## config.mk

```make
export PLATFORM = sky130hd
export DESIGN_NAME = multi_slot_linear_ramp_engine_flat
export DESIGN_NICKNAME = d
export VERILOG_FILES = /design/src/hdl/mslre_pkg.sv /design/src/hdl/mslre_req_if.sv /design/src/hdl/mslre_rsp_if.sv /design/src/hdl/mslre_ram.sv /design/src/hdl/mslre_div.sv /design/src/hdl/multi_slot_linear_ramp_engine.sv /design/src/flat_wrapper.sv
export SDC_FILE = /design/constraint.sdc
export NUM_CORES = 2
export LEC_CHECK = 0
export BUFFER_PORTS_ARGS = -buffer_cell sky130_fd_sc_hd__clkbuf_2
export CELL_PAD_IN_SITES_DETAIL_PLACEMENT = 1
export CELL_PAD_IN_SITES_GLOBAL_PLACEMENT = 1
export CORE_MARGIN = 2
export CORE_UTILIZATION = 35
export CTS_CLUSTER_DIAMETER = 40
export DETAILED_ROUTE_END_ITERATION = 8
export GPL_TIMING_DRIVEN = 0
export MAX_ROUTING_LAYER = met4
export PLACE_DENSITY_LB_ADDON = 0.1
export SYNTH_ARGS = -nofsm -noshare
export SYNTH_HDL_FRONTEND = slang
export SYNTH_SLANG_ARGS = --single-unit
```

## constraint.sdc

```tcl
create_clock -name clock -period 13.1 [get_ports clock]
set_input_delay 1.31 -clock clock [delete_from_list [all_inputs] [get_ports clock]]
set_output_delay 1.31 -clock clock [all_outputs]
set_load 0.03 [all_outputs]
```

## src/hdl/mslre_pkg.sv

```systemverilog
// ----------------------------------------------------------------------------
// mslre_pkg
// shared types and codes of the multi-slot linear ramp engine
// ----------------------------------------------------------------------------
package mslre_pkg;

   // request commands
   localparam logic [2:0] CMD_CREATE_FRAC = 3'd0;
   localparam logic [2:0] CMD_CREATE_INT  = 3'd1;
   localparam logic [2:0] CMD_START       = 3'd2;
   localparam logic [2:0] CMD_STOP        = 3'd3;
   localparam logic [2:0] CMD_TICK        = 3'd4;

   // result kinds
   localparam logic [1:0] KIND_CREATE = 2'd0;
   localparam logic [1:0] KIND_UPDATE = 2'd1;
   localparam logic [1:0] KIND_IDLE   = 2'd2;

   // divider operand widths
   localparam int DIVIDEND_W = 50;
   localparam int DIVISOR_W  = 16;

   typedef struct packed {
      logic               is_int;
      logic signed [31:0] start_val;
      logic signed [31:0] end_val;
      logic [15:0]        length;
      logic [16:0]        elapsed;
   } slot_entry_type;

   typedef enum logic [6:0] {
      ST_IDLE   = 7'b0000001,
      ST_SCAN   = 7'b0000010,
      ST_READ   = 7'b0000100,
      ST_MUL    = 7'b0001000,
      ST_DSTART = 7'b0010000,
      ST_DIV    = 7'b0100000,
      ST_EMIT   = 7'b1000000
   } state_type;

endpackage

```

## src/hdl/mslre_req_if.sv

```systemverilog
// ----------------------------------------------------------------------------
// mslre_req_if
// request channel of the ramp engine: command and its operands
// ----------------------------------------------------------------------------
interface mslre_req_if;
   logic               valid;
   logic               ready;
   logic [2:0]         command;
   logic [3:0]         slot;
   logic signed [31:0] start_value;
   logic signed [31:0] end_value;
   logic [15:0]        duration;
   logic [15:0]        time_step;

   modport source (
      output valid, command, slot, start_value, end_value, duration, time_step,
      input  ready
   );
   modport sink (
      input  valid, command, slot, start_value, end_value, duration, time_step,
      output ready
   );
endinterface

```

## src/hdl/mslre_rsp_if.sv

```systemverilog
// ----------------------------------------------------------------------------
// mslre_rsp_if
// result channel of the ramp engine: create replies and slot updates
// ----------------------------------------------------------------------------
interface mslre_rsp_if;
   logic               valid;
   logic               ready;
   logic [1:0]         kind;
   logic [3:0]         slot_id;
   logic signed [31:0] value;
   logic               finished;
   logic               alloc_failed;
   logic               last;

   modport source (
      output valid, kind, slot_id, value, finished, alloc_failed, last,
      input  ready
   );
   modport sink (
      input  valid, kind, slot_id, value, finished, alloc_failed, last,
      output ready
   );
endinterface

```

## src/hdl/mslre_ram.sv

```systemverilog
// ----------------------------------------------------------------------------
// mslre_ram
// generic single-write, single-read memory with registered read data
// ----------------------------------------------------------------------------
module mslre_ram #(
   parameter int WIDTH = 8,
   parameter int DEPTH = 16
) (
   input  logic                                     clock,
   input  logic                                     wr_en,
   input  logic [((DEPTH > 1) ? $clog2(DEPTH) : 1)-1:0] wr_addr,
   input  logic [WIDTH-1:0]                         wr_data,
   input  logic                                     rd_en,
   input  logic [((DEPTH > 1) ? $clog2(DEPTH) : 1)-1:0] rd_addr,
   output logic [WIDTH-1:0]                         rd_data
);
   logic [WIDTH-1:0] mem_ff [DEPTH];
   logic [WIDTH-1:0] rd_data_ff;

   always_ff @(posedge clock) begin
      if (wr_en) begin
         mem_ff[wr_addr] <= wr_data;
      end
      if (rd_en) begin
         rd_data_ff <= mem_ff[rd_addr];
      end
   end

   assign rd_data = rd_data_ff;
endmodule

```

## src/hdl/mslre_div.sv

```systemverilog
// ----------------------------------------------------------------------------
// mslre_div
// restoring unsigned divider, one quotient bit per cycle
// ----------------------------------------------------------------------------
module mslre_div (
   input  logic                                clock,
   input  logic                                reset,
   input  logic                                start,
   input  logic [mslre_pkg::DIVIDEND_W-1:0]    dividend,
   input  logic [mslre_pkg::DIVISOR_W-1:0]     divisor,
   output logic                                done,
   output logic [mslre_pkg::DIVIDEND_W-1:0]    quotient
);
   import mslre_pkg::*;

   localparam int CW = $clog2(DIVIDEND_W + 1);

   logic                  busy_ff, busy_in;
   logic                  done_ff, done_in;
   logic [CW-1:0]         cnt_ff, cnt_in;
   logic [DIVISOR_W-1:0]  rem_ff, rem_in;
   logic [DIVIDEND_W-1:0] quo_ff, quo_in;
   logic [DIVISOR_W:0]    trial;
   logic [DIVISOR_W:0]    diff;

   always_comb begin
      busy_in = busy_ff;
      done_in = 1'b0;
      cnt_in  = cnt_ff;
      rem_in  = rem_ff;
      quo_in  = quo_ff;
      trial   = {rem_ff, quo_ff[DIVIDEND_W-1]};
      diff    = trial - {1'b0, divisor};
      if (start) begin
         busy_in = 1'b1;
         cnt_in  = '0;
         rem_in  = '0;
         quo_in  = dividend;
      end else if (busy_ff) begin
         // quotient bits shift in where dividend bits leave
         if (trial >= {1'b0, divisor}) begin
            rem_in = diff[DIVISOR_W-1:0];
            quo_in = {quo_ff[DIVIDEND_W-2:0], 1'b1};
         end else begin
            rem_in = trial[DIVISOR_W-1:0];
            quo_in = {quo_ff[DIVIDEND_W-2:0], 1'b0};
         end
         cnt_in = cnt_ff + 1'b1;
         if (cnt_ff == CW'(DIVIDEND_W - 1)) begin
            busy_in = 1'b0;
            done_in = 1'b1;
         end
      end
   end

   always_ff @(posedge clock) begin
      if (reset) begin
         busy_ff <= 1'b0;
         done_ff <= 1'b0;
      end else begin
         busy_ff <= busy_in;
         done_ff <= done_in;
      end
      cnt_ff <= cnt_in;
      rem_ff <= rem_in;
      quo_ff <= quo_in;
   end

   assign done     = done_ff;
   assign quotient = quo_ff;
endmodule

```

## src/hdl/multi_slot_linear_ramp_engine.sv

```systemverilog
// ----------------------------------------------------------------------------
// multi_slot_linear_ramp_engine
// table of linear ramp slots stepped by tick requests
// ----------------------------------------------------------------------------
// Slot parameters and elapsed time live in one memory; in-use and running
// flags are flip-flops. Create waits for the result register; start and stop
// give no result. A tick walks the table one slot per cycle and, for each
// running slot, stops for a memory read and, unless the ramp has ended, a
// 33x18 multiply and a 50-step serial divide by the duration, then waits for
// the result register. Results wait in an output register and one new
// request is taken once the previous one has finished its work.
module multi_slot_linear_ramp_engine #(
   parameter int SLOT_COUNT = 16
) (
   input  logic          clock,
   input  logic          reset,
   mslre_req_if.sink     req_chan,
   mslre_rsp_if.source   rsp_chan
);
   import mslre_pkg::*;

   localparam int SW = (SLOT_COUNT > 1) ? $clog2(SLOT_COUNT) : 1;
   localparam int EW = $bits(slot_entry_type);

   state_type             state_ff, state_in;
   logic [SW-1:0]         idx_ff, idx_in;
   logic [15:0]           step_ff, step_in;
   logic [1:0]            kind_ff, kind_in;
   logic                  free_ok_ff, free_ok_in;
   logic [SW-1:0]         free_idx_ff, free_idx_in;
   slot_entry_type        new_entry_ff, new_entry_in;
   slot_entry_type        entry_ff, entry_in;
   logic [16:0]           el_new_ff, el_new_in;
   logic                  done_ff, done_in;
   logic signed [32:0]    diff_ff, diff_in;
   logic signed [50:0]    prod_ff, prod_in;
   logic signed [31:0]    value_ff, value_in;
   logic [SLOT_COUNT-1:0] in_use_ff, in_use_in;
   logic [SLOT_COUNT-1:0] running_ff, running_in;

   logic                  rsp_valid_ff, rsp_valid_in;
   logic [1:0]            rsp_kind_ff, rsp_kind_in;
   logic [3:0]            rsp_slot_ff, rsp_slot_in;
   logic signed [31:0]    rsp_value_ff, rsp_value_in;
   logic                  rsp_fin_ff, rsp_fin_in;
   logic                  rsp_fail_ff, rsp_fail_in;
   logic                  rsp_last_ff, rsp_last_in;

   logic                  accept;
   logic                  out_free;
   logic                  slot_ok;
   logic [SW-1:0]         slot_sel;
   logic [SLOT_COUNT-1:0] active;
   logic                  later_active;
   logic                  free_found;
   logic [SW-1:0]         free_idx;
   logic [16:0]           el_sum;
   logic signed [17:0]    el_s;
   logic                  prod_neg;
   logic [50:0]           prod_abs;
   logic                  div_start;
   logic                  div_done;
   logic [DIVIDEND_W-1:0] div_quo;
   logic signed [32:0]    quo_s;
   logic signed [32:0]    sum_v;
   logic signed [32:0]    v_ext;
   logic [32:0]           v_mag;
   logic signed [31:0]    out_value;
   logic                  ram_we;
   logic [SW-1:0]         ram_waddr;
   slot_entry_type        ram_wdata;
   logic                  ram_re;
   logic [EW-1:0]         ram_rdata;

   assign accept   = req_chan.valid && req_chan.ready;
   assign out_free = !rsp_valid_ff || rsp_chan.ready;
   assign slot_ok  = int'(req_chan.slot) < SLOT_COUNT;
   assign slot_sel = SW'(req_chan.slot);
   assign active   = in_use_ff & running_ff;

   always_comb begin
      free_found = 1'b0;
      free_idx   = '0;
      for (int j = SLOT_COUNT - 1; j >= 0; j--) begin
         if (!in_use_ff[j]) begin
            free_found = 1'b1;
            free_idx   = SW'(j);
         end
      end
   end

   always_comb begin
      later_active = 1'b0;
      for (int j = 0; j < SLOT_COUNT; j++) begin
         if (active[j] && (j > int'(idx_ff))) begin
            later_active = 1'b1;
         end
      end
   end

   // elapsed update and interpolation datapath
   assign el_sum   = entry_in.elapsed + 17'(step_ff);
   assign el_s     = $signed({1'b0, el_new_ff});
   assign prod_in  = diff_ff * el_s;
   assign prod_neg = prod_ff[50];
   assign prod_abs = prod_neg ? (51'd0 - 51'(prod_ff)) : 51'(prod_ff);
   assign quo_s    = prod_neg ? -$signed(div_quo[32:0]) : $signed(div_quo[32:0]);
   assign sum_v    = $signed({entry_ff.start_val[31], entry_ff.start_val}) + quo_s;

   // integer slots drop the fraction toward zero
   always_comb begin
      v_ext     = $signed({value_ff[31], value_ff});
      v_mag     = value_ff[31] ? 33'(-v_ext) : 33'(v_ext);
      v_mag     = v_mag & ~33'h0FFFF;
      out_value = value_ff;
      if (entry_ff.is_int) begin
         out_value = value_ff[31] ? 32'(33'd0 - v_mag) : v_mag[31:0];
      end
   end

   always_comb begin
      state_in     = state_ff;
      idx_in       = idx_ff;
      step_in      = step_ff;
      kind_in      = kind_ff;
      free_ok_in   = free_ok_ff;
      free_idx_in  = free_idx_ff;
      new_entry_in = new_entry_ff;
      entry_in     = entry_ff;
      el_new_in    = el_new_ff;
      done_in      = done_ff;
      diff_in      = diff_ff;
      value_in     = value_ff;
      in_use_in    = in_use_ff;
      running_in   = running_ff;
      rsp_valid_in = rsp_valid_ff && !rsp_chan.ready;
      rsp_kind_in  = rsp_kind_ff;
      rsp_slot_in  = rsp_slot_ff;
      rsp_value_in = rsp_value_ff;
      rsp_fin_in   = rsp_fin_ff;
      rsp_fail_in  = rsp_fail_ff;
      rsp_last_in  = rsp_last_ff;
      ram_we       = 1'b0;
      ram_waddr    = idx_ff;
      ram_wdata    = entry_ff;
      ram_re       = 1'b0;
      div_start    = 1'b0;

      unique case (state_ff)
         ST_IDLE: begin
            if (accept) begin
               step_in = req_chan.time_step;
               idx_in  = '0;
               unique case (req_chan.command) inside
                  CMD_CREATE_FRAC, CMD_CREATE_INT: begin
                     kind_in                = KIND_CREATE;
                     free_ok_in             = free_found;
                     free_idx_in            = free_idx;
                     new_entry_in.is_int    = (req_chan.command == CMD_CREATE_INT);
                     new_entry_in.start_val = req_chan.start_value;
                     new_entry_in.end_val   = req_chan.end_value;
                     new_entry_in.length    = req_chan.duration;
                     new_entry_in.elapsed   = '0;
                     state_in               = ST_EMIT;
                  end
                  CMD_START: begin
                     if (slot_ok && in_use_ff[slot_sel]) begin
                        running_in[slot_sel] = 1'b1;
                     end
                  end
                  CMD_STOP: begin
                     if (slot_ok) begin
                        in_use_in[slot_sel]  = 1'b0;
                        running_in[slot_sel] = 1'b0;
                     end
                  end
                  CMD_TICK: begin
                     if (|active) begin
                        kind_in  = KIND_UPDATE;
                        state_in = ST_SCAN;
                     end else begin
                        kind_in  = KIND_IDLE;
                        state_in = ST_EMIT;
                     end
                  end
                  default: ;
               endcase
            end
         end
         ST_SCAN: begin
            if (active[idx_ff]) begin
               ram_re   = 1'b1;
               state_in = ST_READ;
            end else if (idx_ff == SW'(SLOT_COUNT - 1)) begin
               state_in = ST_IDLE;
            end else begin
               idx_in = idx_ff + 1'b1;
            end
         end
         ST_READ: begin
            entry_in  = slot_entry_type'(ram_rdata);
            el_new_in = el_sum;
            done_in   = el_sum >= {1'b0, entry_in.length};
            diff_in   = $signed({entry_in.end_val[31], entry_in.end_val})
                        - $signed({entry_in.start_val[31], entry_in.start_val});
            value_in  = entry_in.end_val;
            state_in  = (el_sum >= {1'b0, entry_in.length}) ? ST_EMIT : ST_MUL;
         end
         ST_MUL: begin
            state_in = ST_DSTART;
         end
         ST_DSTART: begin
            div_start = 1'b1;
            state_in  = ST_DIV;
         end
         ST_DIV: begin
            if (div_done) begin
               value_in = sum_v[31:0];
               state_in = ST_EMIT;
            end
         end
         ST_EMIT: begin
            if (out_free) begin
               rsp_valid_in = 1'b1;
               rsp_kind_in  = kind_ff;
               rsp_slot_in  = '0;
               rsp_value_in = '0;
               rsp_fin_in   = 1'b0;
               rsp_fail_in  = 1'b0;
               rsp_last_in  = 1'b1;
               state_in     = ST_IDLE;
               case (kind_ff)
                  KIND_CREATE: begin
                     rsp_fail_in = !free_ok_ff;
                     if (free_ok_ff) begin
                        rsp_slot_in              = 4'(free_idx_ff);
                        ram_we                   = 1'b1;
                        ram_waddr                = free_idx_ff;
                        ram_wdata                = new_entry_ff;
                        in_use_in[free_idx_ff]   = 1'b1;
                        running_in[free_idx_ff]  = 1'b0;
                     end
                  end
                  KIND_UPDATE: begin
                     rsp_slot_in       = 4'(idx_ff);
                     rsp_value_in      = out_value;
                     rsp_fin_in        = done_ff;
                     rsp_last_in       = !later_active;
                     ram_we            = 1'b1;
                     ram_wdata         = entry_ff;
                     ram_wdata.elapsed = el_new_ff;
                     if (done_ff) begin
                        in_use_in[idx_ff]  = 1'b0;
                        running_in[idx_ff] = 1'b0;
                     end
                     if (later_active) begin
                        idx_in   = idx_ff + 1'b1;
                        state_in = ST_SCAN;
                     end
                  end
                  default: ;
               endcase
            end
         end
         default: state_in = ST_IDLE;
      endcase
   end

   always_ff @(posedge clock) begin
      if (reset) begin
         state_ff     <= ST_IDLE;
         in_use_ff    <= '0;
         running_ff   <= '0;
         rsp_valid_ff <= 1'b0;
      end else begin
         state_ff     <= state_in;
         in_use_ff    <= in_use_in;
         running_ff   <= running_in;
         rsp_valid_ff <= rsp_valid_in;
      end
      idx_ff       <= idx_in;
      step_ff      <= step_in;
      kind_ff      <= kind_in;
      free_ok_ff   <= free_ok_in;
      free_idx_ff  <= free_idx_in;
      new_entry_ff <= new_entry_in;
      entry_ff     <= entry_in;
      el_new_ff    <= el_new_in;
      done_ff      <= done_in;
      diff_ff      <= diff_in;
      prod_ff      <= prod_in;
      value_ff     <= value_in;
      rsp_kind_ff  <= rsp_kind_in;
      rsp_slot_ff  <= rsp_slot_in;
      rsp_value_ff <= rsp_value_in;
      rsp_fin_ff   <= rsp_fin_in;
      rsp_fail_ff  <= rsp_fail_in;
      rsp_last_ff  <= rsp_last_in;
   end

   mslre_ram #(
      .WIDTH (EW),
      .DEPTH (SLOT_COUNT)
   ) u_slot_ram (
      .clock   (clock),
      .wr_en   (ram_we),
      .wr_addr (ram_waddr),
      .wr_data (EW'(ram_wdata)),
      .rd_en   (ram_re),
      .rd_addr (idx_ff),
      .rd_data (ram_rdata)
   );

   mslre_div u_div (
      .clock    (clock),
      .reset    (reset),
      .start    (div_start),
      .dividend (prod_abs[DIVIDEND_W-1:0]),
      .divisor  (entry_ff.length),
      .done     (div_done),
      .quotient (div_quo)
   );

   assign req_chan.ready        = (state_ff == ST_IDLE);
   assign rsp_chan.valid        = rsp_valid_ff;
   assign rsp_chan.kind         = rsp_kind_ff;
   assign rsp_chan.slot_id      = rsp_slot_ff;
   assign rsp_chan.value        = rsp_value_ff;
   assign rsp_chan.finished     = rsp_fin_ff;
   assign rsp_chan.alloc_failed = rsp_fail_ff;
   assign rsp_chan.last         = rsp_last_ff;
endmodule

```

## src/flat_wrapper.sv

```systemverilog
// flat-port wrapper written by rule: the top's interface ports become plain ports
module multi_slot_linear_ramp_engine_flat import mslre_pkg::*;
#(
   parameter int SLOT_COUNT = 16
)
  (clock, reset, req_chan_valid, req_chan_command, req_chan_slot, req_chan_start_value, req_chan_end_value, req_chan_duration, req_chan_time_step, req_chan_ready, rsp_chan_valid, rsp_chan_kind, rsp_chan_slot_id, rsp_chan_value, rsp_chan_finished, rsp_chan_alloc_failed, rsp_chan_last, rsp_chan_ready);
  mslre_req_if req_chan_i ();
  mslre_rsp_if rsp_chan_i ();
  input  logic clock;
  input  logic reset;
  input wire logic [$bits(req_chan_i.valid)-1:0] req_chan_valid;
  input wire logic [$bits(req_chan_i.command)-1:0] req_chan_command;
  input wire logic [$bits(req_chan_i.slot)-1:0] req_chan_slot;
  input wire logic [$bits(req_chan_i.start_value)-1:0] req_chan_start_value;
  input wire logic [$bits(req_chan_i.end_value)-1:0] req_chan_end_value;
  input wire logic [$bits(req_chan_i.duration)-1:0] req_chan_duration;
  input wire logic [$bits(req_chan_i.time_step)-1:0] req_chan_time_step;
  output wire logic [$bits(req_chan_i.ready)-1:0] req_chan_ready;
  output wire logic [$bits(rsp_chan_i.valid)-1:0] rsp_chan_valid;
  output wire logic [$bits(rsp_chan_i.kind)-1:0] rsp_chan_kind;
  output wire logic [$bits(rsp_chan_i.slot_id)-1:0] rsp_chan_slot_id;
  output wire logic [$bits(rsp_chan_i.value)-1:0] rsp_chan_value;
  output wire logic [$bits(rsp_chan_i.finished)-1:0] rsp_chan_finished;
  output wire logic [$bits(rsp_chan_i.alloc_failed)-1:0] rsp_chan_alloc_failed;
  output wire logic [$bits(rsp_chan_i.last)-1:0] rsp_chan_last;
  input wire logic [$bits(rsp_chan_i.ready)-1:0] rsp_chan_ready;
  assign req_chan_i.valid = req_chan_valid;
  assign req_chan_i.command = req_chan_command;
  assign req_chan_i.slot = req_chan_slot;
  assign req_chan_i.start_value = req_chan_start_value;
  assign req_chan_i.end_value = req_chan_end_value;
  assign req_chan_i.duration = req_chan_duration;
  assign req_chan_i.time_step = req_chan_time_step;
  assign req_chan_ready = req_chan_i.ready;
  assign rsp_chan_valid = rsp_chan_i.valid;
  assign rsp_chan_kind = rsp_chan_i.kind;
  assign rsp_chan_slot_id = rsp_chan_i.slot_id;
  assign rsp_chan_value = rsp_chan_i.value;
  assign rsp_chan_finished = rsp_chan_i.finished;
  assign rsp_chan_alloc_failed = rsp_chan_i.alloc_failed;
  assign rsp_chan_last = rsp_chan_i.last;
  assign rsp_chan_i.ready = rsp_chan_ready;
  multi_slot_linear_ramp_engine #(.SLOT_COUNT(SLOT_COUNT)) u_core (.clock(clock), .reset(reset), .req_chan(req_chan_i), .rsp_chan(rsp_chan_i));
endmodule
```

Word level (Yosys, flattened, before mapping)
Memory sizes are Yosys's and may differ from the RTL's. A register that Yosys moved wholly into a read port is not among the register bits.
Index checks and enable logic that the tools add are counted.
{"block": "word_totals", "output_inout_bits": 43, "in_bits": 107, "register_bits": 495, "n_memories": 1, "elab_cells": 274, "ramBits": 1568}
{"memory": "u_core.u_slot_ram.mem_ff", "words": 16, "width": 98, "read_ports": 1, "rd_clocked_by_memory_dff": 1, "wr": 1, "line_no": "mslre_ram.sv:17", "source": "logic [WIDTH-1:0] mem_ff [DEPTH];"}
{"block": "op_classes", "reduce_logical": 48, "n_bitwise": 12, "multipliers": 1, "n_mux": 113, "n_lt_le_gt_ge": 23, "addsub": 10, "eq_ne": 29}
{"cell": "$mux W98", "count": 3}
{"cell": "$pmux W98 S2", "count": 1}
{"cell": "$mux W16", "count": 11}
{"cell": "$mux W32", "count": 5}
{"cell": "$pmux W16 S2", "count": 5}
{"cell": "$mux W50", "count": 3}
{"cell": "$and A16 B16 Y16", "count": 6}
{"cell": "$mux W4", "count": 19}
{"cell": "$neg A32 Y32", "count": 2}
{"cell": "$pmux W32 S2", "count": 1}
{"cell": "$mux W7", "count": 8}
{"cell": "$mul A33 B18 Y51", "count": 1}
{"cell": "$sub A1 B50 Y50 const A", "count": 1}
{"cell": "$pmux W7 S7", "count": 1}
{"cell": "$not A16 Y16", "count": 3}
{"cell": "$mux W1", "count": 37}
{"cell": "$ge A17 B16 Y1", "count": 2}
{"cell": "$sub A32 B32 Y33", "count": 1}
{"cell": "$add A32 B32 Y32", "count": 1}
{"cell": "$gt A4 B4 Y1 const A", "count": 8}
{"cell": "$or A16 B16 Y16", "count": 2}
{"cell": "$sub A1 B32 Y32 const A", "count": 1}
{"cell": "$logic_and A1 B1 Y1", "count": 20}
{"cell": "$add A17 B16 Y17", "count": 1}
{"cell": "other kinds (53)", "count": 93}

Logic depth before layout (Yosys ltp)
{"block": "depth", "depth_word": 21, "ltp_mapped": 26, "depth_no_buf": 25}

By module
Synthesis repeated with hierarchy kept, for this count alone.
{"block": "unflattened", "cells_unflattened": 7162, "area_unflattened_um2": 107520.6}
{"module": "mslre_ram", "area_per_inst_um2": 61497.7, "instances": 1, "seq_area_each_um2": 50028.0, "cells_per_inst": 2510}
{"module": "multi_slot_linear_ramp_engine", "area_per_inst_um2": 41833.9, "instances": 1, "seq_area_each_um2": 11561.1, "cells_per_inst": 4279}
{"module": "mslre_div", "area_per_inst_um2": 4189.0, "instances": 1, "seq_area_each_um2": 1981.9, "cells_per_inst": 373}

Worst setup path before layout
OpenSTA, ideal clock, no wires.
{"block": "synth_path", "kind": "register to register", "startpoint": "register u_core.state_ff[6]", "endpoint": "register u_core.state_ff[6]", "stages_incl_launch_ff": 23, "arrival_ns": 9.089, "required_ns": 12.969, "setup_time_ns": 0.131, "period_less_slack_ns": 9.220, "n_path_buf": 2, "setup_slack_ns": 3.880, "path_cell_list": "dfxtp_1 -> nor2_1 -> nor4b_1 -> and3b_1 -> buf_1 -> buf_1 -> mux2_2 -> ha_1 -> a21oi_1 -> o21ai_0 -> a21oi_1 -> o21bai_1 -> a21oi_1 -> o211ai_1 -> a41o_1 -> a21oi_1 -> xnor2_1 -> ha_1 -> a2111o_1 -> a2111oi_0 -> o21bai_1 -> a221oi_1 -> nor3_1"}
{"item": "from (decl)", "line_no": "multi_slot_linear_ramp_engine.sv:25", "source": "state_type state_ff, state_in;"}
{"item": "from (signal assigned)", "line_no": "multi_slot_linear_ramp_engine.sv:276", "source": "state_ff <= state_in;"}

Worst setup path in the final report
{"block": "layout_path", "startpoint": "register u_core.el_new_ff[12]", "endpoint": "register u_core.prod_ff[44]"}
{"block": "layout_between", "elab_chain_len": 1}
{"item": "from (decl)", "line_no": "multi_slot_linear_ramp_engine.sv:33", "source": "logic [16:0] el_new_ff, el_new_in;"}
{"item": "from (signal assigned)", "line_no": "multi_slot_linear_ramp_engine.sv:288", "source": "el_new_ff <= el_new_in;"}
{"item": "$mul A33 B18 Y51", "line_no": "multi_slot_linear_ramp_engine.sv:104", "source": "assign prod_in = diff_ff * el_s;"}
{"item": "net u_core.prod_in[44]", "line_no": "multi_slot_linear_ramp_engine.sv:36", "source": "logic signed [50:0] prod_ff, prod_in;"}
{"item": "to (signal assigned)", "line_no": "multi_slot_linear_ramp_engine.sv:291", "source": "prod_ff <= prod_in;"}
{"item": "to (decl)", "line_no": "multi_slot_linear_ramp_engine.sv:36"}
The timed path passes the listed nets, and every way through them passes these cells.
A chain may end at the register's enable or synchronous reset.

==> impl_results.md <==
* Outcome: finished with violations
* Violations in the final reports: capacitance limit
* Setup Buffers After CTS at 0
* FILL cells at 31230
* Crit path max fanout at 10
* Initial Util at 35.26%
* Die footprint at 313100 sq um
* Ys Warns at 0
* Peak VDD IR at 0.0001156 V
* Final clock skew at 0.06957 ns
* Number of nets with antenna violations after routing at 0
* Total number of vias at 68200
* Maximum root-to-sink buffer count at 4
* Worst hold path startpoint: u_core.u_slot_ram.rd_data[97]
* Cts repair resizes at 0
* Gpl congestion at 0.8935
* Post-route setup TNS at 0 ns
* Number of standard cells in the layout, taps in and fillers out at 12860
* Min-delay worst type: flop to flop
* Achievable Freq at 111.6 MHz
* Pin count of the biggest net entering global routing at 43
* Netlist Area Pre-Place at 108000 sq um
* Num ports at 150
* Measured slew at the worst slew-check pin at 1.492 ns
* Mean cell area of the mapped netlist at 13.79 sq um
* Clock latency of the later-clocked register in the worst-skew pair at 0.89 ns
* Crit path launch type: flop
* Via density per instance at 5.302
* Count of input and output buffers at 146
* Die Y-Extent at 559.5 microns
* Initial antenna violation count at 19
* Critical path data arrival time at 9.74 ns
* Mapped Nets at 8718
* Via count of the first global-routing pass at 72840
* Period minus WS final at 8.964 ns
* All-layer global routing usage at 24.79%
* Final Max Slew Viols at 0
* Mapped Cells at 7831
* Flip-flop and latch count after synthesis at 2161
* Max capacitance violation total at 1
* LEAKAGE at 46.98 nW
* FF-to-FF Start: u_core.el_new_ff[12]
* Clock-pin slew on the worst setup and hold paths at 0.06 ns
* Hold-critical path depth at 0
* Total Power at 0.02049 W
* CTS tree: built
* Setup crit end kind: flop
* Placeable core region at 306300 sq um
* Cells on worst reg2reg path at 23
* Critical Path RT at 13.87 ns
* Drt total wl at 378.3 mm
* EDFF count, synth at 2029
* Critical Setup Path Class: flop to flop
* Critical register-to-register path endpoint: u_core.prod_ff[44]
* End point of the most critical hold path: u_core.entry_ff[97]
* Ordered list of cells on the worst path: clkbuf_1 > clkbuf_1 > nand2_1 > fa_1 > inv_1 > fa_1 > fa_1 > fa_1 > fa_1 > inv_1 > fa_1 > inv_1 > ha_1 > a21o_1 > a21oi_1 > o221ai_1 > nor4b_1 > o31ai_1 > a22o_1 > a22o_1 > o21a_1 > or4_1 > nand3_1
* Fraction of layout cells with a size suffix above 1 at 14.11%
* Share of the yosys chip area belonging to registers at 58.86%
* Ratio of total power to cell area at 159.4 nW/um^2
* First-pass GRT wire length at 542.8 mm
* Final hold vios at 0
* Row Count at 203
* Netlist cell types at 78
* DRC marker count from the first detailed-route iteration at 5762
* Aggregate global routing overflow at 0
* Area grow syn2layout at 19.02%
* Setup violations, final at 0
* DRT Pass-1 Iters at 5
* RSZ-0062 raised after global routing: false
* Residual DRC count at 0
* # hold bufs at CTS at 0
* Count of H-tree levels built during CTS at 5
* Fin crit share at 68.43%
* Most Frequent Cell on Critical Path: sky130_fd_sc_hd__fa_1
* Count of nets after finishing at 9342
* Delay of the slowest cell on the worst path at 0.89 ns
* Clk Tree Root Cell: sky130_fd_sc_hd__clkbuf_16
* CTS Sinks at 2161
* Worst slew margin relative to its limit at 0.5573%
* Width of the die at 559.5 microns
* Primary FF master, synth: sky130_fd_sc_hd__edfxtp_1
* Minimum setup slack among reg-to-reg paths at 4.14 ns
* Drt wl/cell at 29.41 microns
* Proportion of register bits with asynchronous set or reset after synthesis at 0%
* DP HPWL at 281.5 mm
* Dpl cells at 12200
* Number of buffers created by CTS at 353
* Worst path slowest cell: sky130_fd_sc_hd__clkbuf_1
* Worst Hold Slack at 0.4172 ns
-- synthesized netlist by cell type (33+ instances only) --
master	count	area, sq um
sky130_fd_sc_hd__nand4_1	34	212.7
sky130_fd_sc_hd__nor2_1	191	716.9
sky130_fd_sc_hd__o21ai_0	341	1707
sky130_fd_sc_hd__a22o_1	33	289.0
sky130_fd_sc_hd__xnor2_1	129	1130
sky130_fd_sc_hd__buf_1	74	277.8
sky130_fd_sc_hd__a21o_1	45	337.8
sky130_fd_sc_hd__mux2i_1	316	3163
sky130_fd_sc_hd__mux2_2	118	1329
sky130_fd_sc_hd__o22ai_1	117	732.0
sky130_fd_sc_hd__dfxtp_1	132	2643
sky130_fd_sc_hd__ha_1	240	3003
sky130_fd_sc_hd__xor2_1	88	770.7
sky130_fd_sc_hd__o221ai_1	100	875.8
sky130_fd_sc_hd__mux4_2	206	4639
sky130_fd_sc_hd__nand3_1	41	205.2
sky130_fd_sc_hd__a21oi_1	387	1937
sky130_fd_sc_hd__o31ai_1	45	337.8
sky130_fd_sc_hd__clkbuf_1	285	1070
sky130_fd_sc_hd__nor3_1	47	235.2
sky130_fd_sc_hd__and2_1	257	1608
sky130_fd_sc_hd__fa_1	540	10810
sky130_fd_sc_hd__edfxtp_1	2029	60930
sky130_fd_sc_hd__nand2_1	876	3288
sky130_fd_sc_hd__inv_1	766	2875
-- flip-flops by register name (all words and copies together) (netlist names), 2 cells and up, named ones only --
register                   count
u_core.u_slot_ram.rd_data     98
u_core.entry_ff               98
u_core.kind_ff                 2
u_core.idx_ff                  4
u_core.u_div.cnt_ff            6
u_core.u_slot_ram.mem_ff    1568
u_core.rsp_chan.slot_id        4
u_core.rsp_chan.value         32
u_core.free_idx_ff             4
u_core.value_ff               32
u_core.state_ff                7
u_core.el_new_ff              17
u_core.rsp_chan.kind           2
u_core.in_use_ff              16
u_core.new_entry_ff           81
u_core.diff_ff                33
u_core.step_ff                16
u_core.u_div.rem_ff           16
u_core.prod_ff                51
u_core.u_div.quotient         50
-- layout by cell type (no fill, tap or decap), types with 117 or more instances in the layout --
cell and count:
sky130_fd_sc_hd__fa_1 540, sky130_fd_sc_hd__o22ai_1 117, sky130_fd_sc_hd__o21ai_0 328, sky130_fd_sc_hd__ha_1 240, sky130_fd_sc_hd__dfxtp_1 132, sky130_fd_sc_hd__nand2_1 875
sky130_fd_sc_hd__xnor2_1 129, sky130_fd_sc_hd__a21oi_1 387, sky130_fd_sc_hd__mux2i_1 316, sky130_fd_sc_hd__clkbuf_16 364, sky130_fd_sc_hd__nor2_1 174, sky130_fd_sc_hd__inv_1 764
sky130_fd_sc_hd__and2_1 257, sky130_fd_sc_hd__clkbuf_2 156, sky130_fd_sc_hd__mux2_2 118, sky130_fd_sc_hd__mux4_2 206, sky130_fd_sc_hd__edfxtp_1 2029, sky130_fd_sc_hd__clkbuf_1 307
-- layer usage --
layer | track usage [%] | up-vias | part of all wire, %
li1 | - | 29690 | -
met1 | 33.35 | 36340 | 45
met2 | 40.06 | 1699 | 48
met3 | 2.535 | 474 | 4.2
met4 | 6.725 | 0 | 2.9
met5 | - | - | 0
-- worst max-delay path by stage --
stage | start | endpoint | slack [ns] | cells after the start
after floorplan | u_core.state_ff[6] | u_core.state_ff[6] | 3.88 | 22
after global routing | u_core.el_new_ff[12] | u_core.prod_ff[44] | 3.70 | 23
after detailed placement | u_core.el_new_ff[12] | u_core.prod_ff[44] | 4.10 | 23
after global placement | rsp_chan_ready | u_core.u_slot_ram.mem_ff[10][61] | -5.94 | 8
final | u_core.el_new_ff[12] | u_core.prod_ff[44] | 4.14 | 23
after CTS | u_core.el_new_ff[12] | u_core.prod_ff[44] | 3.98 | 23
-- cell type report --
class	count	area (sq um)	area share (%)
Clock buffer	398	9276	7.216
Multi-Input combinational cell	4544	40350	31.38
Antenna cell	15	37.54	0.02920
Clock inverter	250	2865	2.229
Tap cell	4100	5130	3.991
Timing Repair Buffer	269	3085	2.400
Sequential cell	2161	63570	49.45
Inverter	766	2875	2.237
Buffer	360	1366	1.063
-- cells by family (layout without fill, tap and decap cells) --
| kind of cell | after synthesis | after routing | synth area share [%] |
|---|---|---|---|
| AOI/OAI and AO/OA | 1281 | 1281 | 7.286 |
| buffers and inverters | 1126 | 2043 | 3.914 |
| and+or+nand+nor | 1626 | 1626 | 6.940 |
| adders and majority gates | 780 | 780 | 12.79 |
| muxes | 640 | 640 | 8.454 |
| xor gates and xnor gates | 217 | 217 | 1.760 |
| other | 0 | 15 | 0 |
| DFF | 2161 | 2161 | 58.86 |
-- power by group --
group | switching [W] | leakage (nW) | internal (W)
clock network | 0.00349 | 5.80 | 0.00604
registers | 0.0000333 | 19.3 | 0.00762
logic | 0.00216 | 21.9 | 0.00116
total | 0.00568 | 47.0 | 0.0148
-- worst max-delay path: cells and delay by family, from the launching register on --
family,cells,cell delay (ns)
adder cells (fa/ha/maj),7,3.45
AO/OA/AOI/OAI,7,1.78
buffers and inverters,5,1.72
AND/OR/NAND/NOR,4,1.58
flip-flops,1,0.32
-- metrics by stage --
| stage | utilization, % | area (sq um) | setup slack (ns) |
|---|---|---|---|
| 5_1_grt | 41.96 | 128500 | 3.701 |
| 4_1_cts | 41.94 | 128500 | 3.981 |
| 2_1_floorplan | - | 108000 | 3.880 |
| 3_3_place_gp | 37.17 | 113900 | -5.935 |
| 6_report | 41.97 | 128600 | 4.136 |
| 3_5_place_dp | 37.98 | 116300 | 4.102 |
(Power assumes the default switching activity.)
